<file path="config.mk">
export PLATFORM = sky130hd
export DESIGN_NAME = lzhd_parser
export DESIGN_NICKNAME = d
export VERILOG_FILES = /design/src/rtl/core/lz_hash_block_decompressor_assert.svh /design/src/rtl/core/lzhd_pkg.sv /design/src/rtl/core/lzhd_parser.sv
export SDC_FILE = /design/constraint.sdc
export NUM_CORES = 1
export LEC_CHECK = 0
export ABC_AREA = 1
export ABC_CLOCK_PERIOD_IN_PS = 30000
export BUFFER_PORTS_ARGS = -buffer_cell sky130_fd_sc_hd__buf_4
export CELL_PAD_IN_SITES_DETAIL_PLACEMENT = 0
export CELL_PAD_IN_SITES_GLOBAL_PLACEMENT = 1
export CORE_ASPECT_RATIO = 1.75
export CORE_UTILIZATION = 48
export DETAILED_ROUTE_END_ITERATION = 12
export PLACE_DENSITY_LB_ADDON = 0.1
export SLEW_MARGIN = 30
export SYNTH_ARGS = -nofsm -noshare
export SYNTH_HDL_FRONTEND = slang
export SYNTH_SLANG_ARGS = --single-unit
</file>
<file path="constraint.sdc">
create_clock -name i_clk -period 30 [get_ports i_clk]
set_input_delay 3 -clock i_clk [delete_from_list [all_inputs] [get_ports i_clk]]
set_output_delay 3 -clock i_clk [all_outputs]
set_load 0.02 [all_outputs]
</file>
<file path="src/rtl/core/lz_hash_block_decompressor_assert.svh">
// Assertion macros for the LZ hash block decompressor.
// Used by the top level only; compiled out when SYNTH is defined.
`ifndef LZ_HASH_BLOCK_DECOMPRESSOR_ASSERT_SVH
`define LZ_HASH_BLOCK_DECOMPRESSOR_ASSERT_SVH
`ifndef SYNTH
`define LZHD_ASSERT_IMP(lbl, clk, rst_n, ante, cons, msg) \
    lbl: assert property (@(posedge clk) disable iff (!rst_n) (ante) |-> (cons)) else $error(msg);
`define LZHD_ASSERT_NXT(lbl, clk, rst_n, ante, cons, msg) \
    lbl: assert property (@(posedge clk) disable iff (!rst_n) (ante) |=> (cons)) else $error(msg);
`else
`define LZHD_ASSERT_IMP(lbl, clk, rst_n, ante, cons, msg)
`define LZHD_ASSERT_NXT(lbl, clk, rst_n, ante, cons, msg)
`endif
`endif

</file>
<file path="src/rtl/core/lzhd_pkg.sv">
// Shared types and constants for the LZ hash block decompressor.
// No dependencies.
package lzhd_pkg;
    localparam int HIST_BITS_DEF = 16;
    localparam int HASH_BITS     = 16;
    localparam int POS_W         = 17;
    localparam int CAP_W         = 17;
    localparam logic [31:0] HASH_MUL = 32'd1527631329;
    localparam logic [CAP_W-1:0] CAP_RESET = 17'd65536;

    localparam logic [2:0] ERR_NONE     = 3'd0;
    localparam logic [2:0] ERR_OVERFLOW = 3'd1;
    localparam logic [2:0] ERR_TRUNC    = 3'd2;
    localparam logic [2:0] ERR_BADREF   = 3'd3;
    localparam logic [2:0] ERR_BUSY     = 3'd4;

    typedef struct packed {
        logic [POS_W-1:0] produced_count;
        logic [2:0]       error_code;
        logic             busy_res;
        logic             out_last;
        logic             out_valid;
        logic [7:0]       out_byte;
    } t_result;
endpackage

</file>
<file path="src/rtl/core/lzhd_parser.sv">
// Token parser and copy engine: per-beat state update, hash, memory requests.
// Depends on lzhd_pkg; memories sit outside.
module lzhd_parser #(
    parameter int HIST_BITS = lzhd_pkg::HIST_BITS_DEF
) (
    input  logic                           i_clk,
    input  logic                           i_rst_n,
    input  logic                           i_valid,
    input  logic                           i_room,
    output logic                           o_ready,
    input  logic                           i_op,
    input  logic [7:0]                     i_byte,
    input  logic                           i_last,
    input  logic [lzhd_pkg::CAP_W-1:0]     i_capacity,
    input  logic [7:0]                     i_hist_q,
    input  logic [15:0]                    i_tab_q,
    output logic                           o_hist_we,
    output logic [HIST_BITS-1:0]           o_hist_waddr,
    output logic [7:0]                     o_hist_wdata,
    output logic [HIST_BITS-1:0]           o_hist_raddr,
    output logic                           o_tab_we,
    output logic [lzhd_pkg::HASH_BITS-1:0] o_tab_waddr,
    output logic [15:0]                    o_tab_wdata,
    output logic [lzhd_pkg::HASH_BITS-1:0] o_tab_raddr,
    output logic                           o_res_valid,
    output lzhd_pkg::t_result              o_res,
    output logic                           o_wait
);
    localparam logic [3:0] PH_HDR      = 4'd0;
    localparam logic [3:0] PH_HASH_LO  = 4'd1;
    localparam logic [3:0] PH_HASH_HI  = 4'd2;
    localparam logic [3:0] PH_DIST     = 4'd3;
    localparam logic [3:0] PH_LIT_TAG  = 4'd4;
    localparam logic [3:0] PH_LIT_DATA = 4'd5;
    localparam logic [3:0] PH_SEQ_TAG  = 4'd6;
    localparam logic [3:0] PH_SEQ_DATA = 4'd7;
    localparam logic [3:0] PH_LITERALS = 4'd8;
    localparam logic [3:0] PH_MATCH    = 4'd9;
    localparam logic [3:0] PH_HALT     = 4'd10;
    localparam int PW = lzhd_pkg::POS_W;

    logic [3:0]    r_phase, n_phase;
    logic [7:0]    r_hdr, n_hdr;
    logic [32:0]   r_acc, n_acc;
    logic [33:0]   r_lit, n_lit;
    logic [33:0]   r_match, n_match;
    logic [15:0]   r_href, n_href;
    logic [8:0]    r_dist, n_dist;
    logic [PW-1:0] r_src, n_src;
    logic [2:0]    r_err, n_err;
    logic [PW-1:0] r_pos, n_pos;
    logic [31:0]   r_hprod, n_hprod;   // last four bytes times the hash multiplier
    logic [2:0]    r_left, n_left;
    logic [1:0]    r_sh, n_sh;
    logic          r_endp, n_endp;
    logic          r_wait;

    logic          w_hold, w_go;
    logic          v_put, v_counts, v_litext, v_extfin, v_forlit, v_fin, v_start, v_end;
    logic          v_byte_step;
    logic [7:0]    v_pb;
    logic [31:0]   v_bm;
    logic [31:0]   v_full;
    logic [15:0]   v_key, v_tv;
    logic [34:0]   v_sum;
    logic [PW:0]   v_hsrc;

    // A hashed token whose match starts right after its index needs the table
    // entry of an index that is still on the input: read it, then take the beat.
    assign w_hold = (r_phase == PH_HASH_HI) && !i_op && (r_hdr[6:4] == 3'd0)
                  && (r_hdr[3:0] != 4'hf) && ({i_byte, r_href[7:0]} != 16'hffff)
                  && !r_wait;
    assign o_ready = i_room && !w_hold;
    assign w_go    = i_valid && o_ready;
    assign o_wait  = r_wait;

    always_comb begin
        n_phase = r_phase; n_hdr = r_hdr; n_acc = r_acc; n_lit = r_lit;
        n_match = r_match; n_href = r_href; n_dist = r_dist; n_src = r_src;
        n_err = r_err; n_pos = r_pos; n_hprod = r_hprod; n_left = r_left;
        n_sh = r_sh; n_endp = r_endp;
        v_put = 1'b0; v_counts = 1'b0; v_litext = 1'b0; v_extfin = 1'b0;
        v_forlit = 1'b0; v_fin = 1'b0; v_start = 1'b0; v_end = 1'b0;
        v_byte_step = 1'b0; v_pb = 8'h00;
        v_bm = '0; v_full = '0; v_key = '0; v_tv = '0; v_sum = '0; v_hsrc = '0;
        o_res_valid = 1'b0;
        o_res = '0;

        if (w_go) begin
            if (i_op) begin
                if (r_phase == PH_MATCH) begin
                    o_res_valid = 1'b1;
                    v_put = 1'b1;
                    v_pb = i_hist_q;
                    n_src = r_src + 1'b1;
                    n_match = r_match - 1'b1;
                    if (r_match == 34'd1) begin
                        n_phase = PH_HDR;
                        if (r_endp) begin
                            o_res.out_last = 1'b1;
                            v_end = 1'b1;
                        end
                    end
                end
            end else if (r_phase == PH_MATCH) begin
                o_res_valid = 1'b1;
                o_res.error_code = lzhd_pkg::ERR_BUSY;
            end else if (r_phase == PH_HALT) begin
                o_res_valid = 1'b1;
                o_res.error_code = r_err;
                if (i_last) begin
                    o_res.out_last = 1'b1;
                    v_end = 1'b1;
                end
            end else begin
                o_res_valid = 1'b1;
                v_byte_step = 1'b1;
                v_forlit = (r_phase == PH_LIT_TAG) || (r_phase == PH_LIT_DATA);
                unique case (r_phase)
                    PH_HDR: begin
                        n_hdr = i_byte;
                        n_phase = i_byte[7] ? PH_HASH_LO : PH_DIST;
                    end
                    PH_HASH_LO: begin
                        n_href = {8'h00, i_byte};
                        n_phase = PH_HASH_HI;
                    end
                    PH_HASH_HI: begin
                        n_href = {i_byte, r_href[7:0]};
                        v_counts = 1'b1;
                        if ({i_byte, r_href[7:0]} == 16'hffff) begin
                            n_lit = {27'd0, r_hdr[6:0]};
                            n_match = '0;
                            v_litext = (r_hdr[6:0] == 7'h7f);
                        end else begin
                            n_lit = {31'd0, r_hdr[6:4]};
                            n_match = {30'd0, r_hdr[3:0]} + 34'd4;
                            v_litext = (r_hdr[6:4] == 3'd7);
                        end
                    end
                    PH_DIST: begin
                        n_dist = {1'b0, i_byte} + 9'd1;
                        v_counts = 1'b1;
                        n_lit = {31'd0, r_hdr[6:4]};
                        n_match = {30'd0, r_hdr[3:0]} + 34'd4;
                        v_litext = (r_hdr[6:4] == 3'd7);
                    end
                    PH_LIT_TAG, PH_SEQ_TAG: begin
                        n_sh = 2'd0;
                        if (i_byte < 8'd253) begin
                            n_acc = {25'd0, i_byte};
                            v_extfin = 1'b1;
                        end else begin
                            if (i_byte == 8'd253) begin
                                n_acc = 33'd253;
                                n_left = 3'd1;
                            end else if (i_byte == 8'd254) begin
                                n_acc = 33'd509;
                                n_left = 3'd2;
                            end else begin
                                n_acc = 33'd65789;
                                n_left = 3'd4;
                            end
                            n_phase = v_forlit ? PH_LIT_DATA : PH_SEQ_DATA;
                        end
                    end
                    PH_LIT_DATA, PH_SEQ_DATA: begin
                        n_acc = r_acc + ({25'd0, i_byte} << {r_sh, 3'b000});
                        n_sh = r_sh + 1'b1;
                        n_left = r_left - 1'b1;
                        v_extfin = (r_left == 3'd1);
                    end
                    PH_LITERALS: begin
                        v_put = 1'b1;
                        v_pb = i_byte;
                        n_lit = r_lit - 1'b1;
                        v_start = (r_lit == 34'd1);
                    end
                    default: begin
                    end
                endcase
            end
        end

        // output byte: history, hash and table update
        if (v_put) begin
            v_bm = {24'd0, v_pb} * lzhd_pkg::HASH_MUL;
            v_full = {r_hprod[23:0], 8'h00} + v_bm;
            n_hprod = v_full;
            v_key = v_full[31:32-lzhd_pkg::HASH_BITS];
            n_pos = r_pos + 1'b1;
            o_res.out_valid = 1'b1;
            o_res.out_byte = v_pb;
        end

        if (v_counts) begin
            if (v_litext) begin
                n_phase = PH_LIT_TAG;
            end else if (!(n_hdr[7] && n_href == 16'hffff) && n_hdr[3:0] == 4'hf) begin
                n_phase = PH_SEQ_TAG;
            end else begin
                v_fin = 1'b1;
            end
        end

        if (v_extfin) begin
            if (v_forlit) begin
                n_lit = n_lit + {1'b0, n_acc};
                if (!(n_hdr[7] && n_href == 16'hffff) && n_hdr[3:0] == 4'hf) begin
                    n_phase = PH_SEQ_TAG;
                end else begin
                    v_fin = 1'b1;
                end
            end else begin
                n_match = n_match + {1'b0, n_acc};
                v_fin = 1'b1;
            end
        end

        if (v_fin) begin
            v_sum = {18'd0, r_pos} + {1'b0, n_lit} + {1'b0, n_match};
            if (v_sum > {18'd0, i_capacity}) begin
                n_err = lzhd_pkg::ERR_OVERFLOW;
                n_phase = PH_HALT;
            end else if (n_lit != '0) begin
                n_phase = PH_LITERALS;
            end else begin
                v_start = 1'b1;
            end
        end

        if (v_start) begin
            if (n_match == '0) begin
                n_phase = PH_HDR;
            end else if (n_hdr[7]) begin
                // an entry written by this very beat wins over the registered read
                v_tv = (v_put && v_key == n_href) ? r_pos[15:0] : i_tab_q;
                v_hsrc = {2'b00, v_tv} - 18'd3;
                if (v_tv < 16'd3 || v_hsrc[PW-1:0] >= n_pos) begin
                    n_err = lzhd_pkg::ERR_BADREF;
                    n_phase = PH_HALT;
                end else begin
                    n_src = v_hsrc[PW-1:0];
                    n_phase = PH_MATCH;
                end
            end else begin
                if ({8'd0, n_dist} > n_pos || n_dist == 9'd0) begin
                    n_err = lzhd_pkg::ERR_BADREF;
                    n_phase = PH_HALT;
                end else begin
                    n_src = n_pos - {8'd0, n_dist};
                    n_phase = PH_MATCH;
                end
            end
        end

        if (v_byte_step) begin
            if (i_last && n_err == lzhd_pkg::ERR_NONE) begin
                if (n_phase == PH_MATCH) begin
                    n_endp = 1'b1;
                end else if (n_phase != PH_HDR) begin
                    n_err = lzhd_pkg::ERR_TRUNC;
                    n_phase = PH_HALT;
                end
            end
            o_res.error_code = n_err;
            if (i_last && n_phase != PH_MATCH) begin
                o_res.out_last = 1'b1;
                v_end = 1'b1;
            end
        end

        o_res.produced_count = n_pos;

        if (v_end) begin
            n_phase = PH_HDR; n_hdr = '0; n_acc = '0; n_lit = '0; n_match = '0;
            n_href = '0; n_dist = '0; n_src = '0; n_err = '0; n_pos = '0;
            n_hprod = '0; n_left = '0; n_sh = '0; n_endp = 1'b0;
        end
        o_res.busy_res = (n_phase == PH_MATCH);
    end

    assign o_hist_we    = v_put;
    assign o_hist_waddr = r_pos[HIST_BITS-1:0];
    assign o_hist_wdata = v_pb;
    assign o_hist_raddr = n_src[HIST_BITS-1:0];
    assign o_tab_we     = v_put;
    assign o_tab_waddr  = v_key;
    assign o_tab_wdata  = r_pos[15:0];
    // keep reading the full index while the second index byte waits
    assign o_tab_raddr  = (r_phase == PH_HASH_HI) ? {i_byte, r_href[7:0]} : n_href;

    always_ff @(posedge i_clk) begin
        if (!i_rst_n) begin
            r_phase <= PH_HDR; r_hdr <= '0; r_acc <= '0; r_lit <= '0;
            r_match <= '0; r_href <= '0; r_dist <= '0; r_src <= '0;
            r_err <= '0; r_pos <= '0; r_hprod <= '0; r_left <= '0;
            r_sh <= '0; r_endp <= 1'b0; r_wait <= 1'b0;
        end else begin
            r_phase <= n_phase; r_hdr <= n_hdr; r_acc <= n_acc; r_lit <= n_lit;
            r_match <= n_match; r_href <= n_href; r_dist <= n_dist; r_src <= n_src;
            r_err <= n_err; r_pos <= n_pos; r_hprod <= n_hprod; r_left <= n_left;
            r_sh <= n_sh; r_endp <= n_endp;
            if (w_go) begin
                r_wait <= 1'b0;
            end else if (i_valid && i_room && w_hold) begin
                r_wait <= 1'b1;
            end
        end
    end
endmodule

</file>
==> out/metrics.yaml <==
clk_path_buf_depth: 3
cp-end-kind: "primary output"
num_antenna_cells: 0
endpoint: "o_tab_raddr[15]"
hold_path_class: "reg2reg"
timing_worst_setup_path_type: "in2out"
wl_per_cell_um: 20.8
cpPeakStageDelay_ps: 740
cts_root_buffer: "clkbuf_16"
netlist_instances: 4742
synth_seq_cells: 205
holdWs_ps: 467
cts_sinks: 205
tightest_slew_ps: 978
cp-start-kind: "input pin"
hpwl_mm: 98.0
viasPerCell: 5.55
fmax_mhz: 52.8
ctsResizeCount: 0
grt_util_met3: 0.0434
postCtsSetupBuffers: 0
cts_tree: "done"
die-height_um: 327
ff2ff_path_depth: 58
grt_pass1_wl_mm: 176
postCtsHoldBufs: 0
yosysMostFrequentCell: "nand2_1"
crit_fanout: 35
setup_ws_ps: 11080
post-route-drc-count: 0
grt_pass1_vias: 31000
synth.area.top_cells: "nand2_1 15%, dfxtp_1 14%, ha_1 12%, inv_1 9.6%, nor2_1 7.2%"
p_leak_nw: 17.0
cp_common_cell: "nand2_1"
num-nets-final: 5263
yosysWarnings: 0
antenna_left: 0
num_rows: 118
synthArstFlopShare: 0
synth_nets: 5169
cts_inserted_buffers: 25
fin_skew_ps: 27.5
required_ps: 27000
grt_usage: 0.377
arrival_ps: 15930
wl_mm: 117
insertion_delay_ps: 590
core_um2: 59400
setup_viol: 0
status: "completed"
drv_cap: 0
die-area_um2: 61300
synth_area_um2: 29000
rsz0062_at_grt: "no"
yosys.area.top_type_share: 0.155
r2r-end: "r_acc[21]"
filler_cell_count: 6487
cts_max_level: 1
ys_types: 66
busiest_layer: "met2"
yosysTopAreaCell: "nand2_1"
syn_area_per_cell_um2: 6.11
setup-tns-final_ps: 0
cp-startpoint: "i_op"
drv_slew: 0
critical_path.slowest_cell: "nand4_1"
max_slew_margin: 0.346
dr.first_iter.drc_count: 1799
synth-edff-count: 0
peakVddDrop_mv: 0.0391
hold_viol: 0
antenna_found_initial: 1
place_ws_ps: 11260
finalCritPeriodShare: 0.631
initial_core_util: 0.488
multi_input_area_um2: 21000
synthFlopType: "dfxtp_1"
reg2reg_from: "r_phase[0]"
finalCriticalPeriod_ps: 18930
die_x_um: 188
dr.pass1.iters: 6
num_io_pins: 179
power_mw: 0.777
num_vias: 31200
clk_pin_slew_ps: 60
area_delta_synth_final_pct: 8.55
reg2reg_slack_ps: 15830
grtUsageMet2: 0.696
overflow: 0
grt_max_degree: 72
port_buffers: 178
place.gp.congestion: 1.02
regArea_um2: 4100
drive_gt1_frac: 0.0893
grt_util_met1: 0.365
synth_common_cells: "1194 x nand2_1, 740 x inv_1, 559 x nor2_1"
synth_seq_area_share: 0.142
powerDensity_nw_per_um2: 24.7
## cell type report
| cell class | count | area share |
|---|---|---|
| Clock buffer | 27 | 0.0205 |
| Clock inverter | 13 | 0.00729 |
| Inverter | 771 | 0.0921 |
| Multi-Input combinational cell | 3630 | 0.670 |
| Sequential cell | 205 | 0.131 |
| Tap cell | 780 | 0.0311 |
| Timing Repair Buffer | 203 | 0.0490 |
## registers in the layout (all words and copies together) (netlist names), 4 cells and up
name and count:
r_lit 34, r_match 34, r_acc 33, r_hprod 24, r_pos 17, r_href 16, r_src 16, r_dist 9
r_hdr 8, r_phase 4
## critical path, delay by kind of cell
kind	cells	cell delay [ps]
and+or+nand+nor	30	5220
adders and majority gates	8	2920
AOI/OAI and AO/OA	8	2670
xor gates and xnor gates	1	240
buffers and inverters	12	1770
## layer usage
layer,vias to the layer above,part of all wire
li1,15400,-
met1,14400,0.34
met4,2,0.10
met5,-,0.00010
met2,1072,0.50
met3,403,0.049
## cells by family after synthesis
| logic type | count (synthesis) | share of synthesized area |
|---|---|---|
| buffers and inverters | 907 | 0.132 |
| xor gates and xnor gates | 140 | 0.0424 |
| AOI/OAI and AO/OA | 740 | 0.144 |
| DFF | 205 | 0.142 |
| and+or+nand+nor | 2367 | 0.352 |
| adders and majority gates | 372 | 0.185 |
| muxes | 11 | 0.00380 |
## stage by stage
stage | util | cell area, um^2 | std cells
after floorplan | - | 29000 | 4742
after global placement | 0.514 | 30500 | 5588
after detailed placement | 0.515 | 30600 | 5589
after CTS | 0.529 | 31400 | 5629
after global routing | 0.530 | 31400 | 5629
final | 0.530 | 31400 | 5629
## where the power goes
group / switching (mW) / internal (mW) / leakage, nW
Combinational: 0.105 / 0.0469 / 15.0
Clock: 0.141 / 0.205 / 0.414
Sequential: 0.00369 / 0.276 / 1.65
## worst min path at each step
stage	cells past startpoint	to	from	slack, ps
finish	2	r_hprod[11]	r_hprod[11]	470
global route	2	r_hprod[11]	r_hprod[11]	490
CTS	2	r_hprod[0]	r_hprod[0]	470
detailed placement	2	r_hprod[11]	r_hprod[11]	460
global placement	2	r_endp	r_endp	450
floorplan	2	r_endp	r_endp	440
## placed cells by master, fill, tap and decap left out, types with 11 or more instances in the layout
master	count
dfxtp_1	205
nor2_1	559
or2_2	32
a21o_1	20
nand4_1	75
nor3_1	79
mux2i_1	11
inv_1	740
o211ai_1	20
nor2_2	81
xor2_1	97
xnor2_1	43
nor4_1	22
clkbuf_16	25
nand3b_1	16
inv_2	27
o21ai_0	241
nand3_1	257
o22ai_1	23
a21oi_1	265
o221ai_1	11
nand2_1	1193
o21bai_1	18
ha_1	280
nor2_4	14
a31oi_1	15
buf_4	201
fa_1	92
o21ai_1	60
Power figures use the tool's default switching activity.
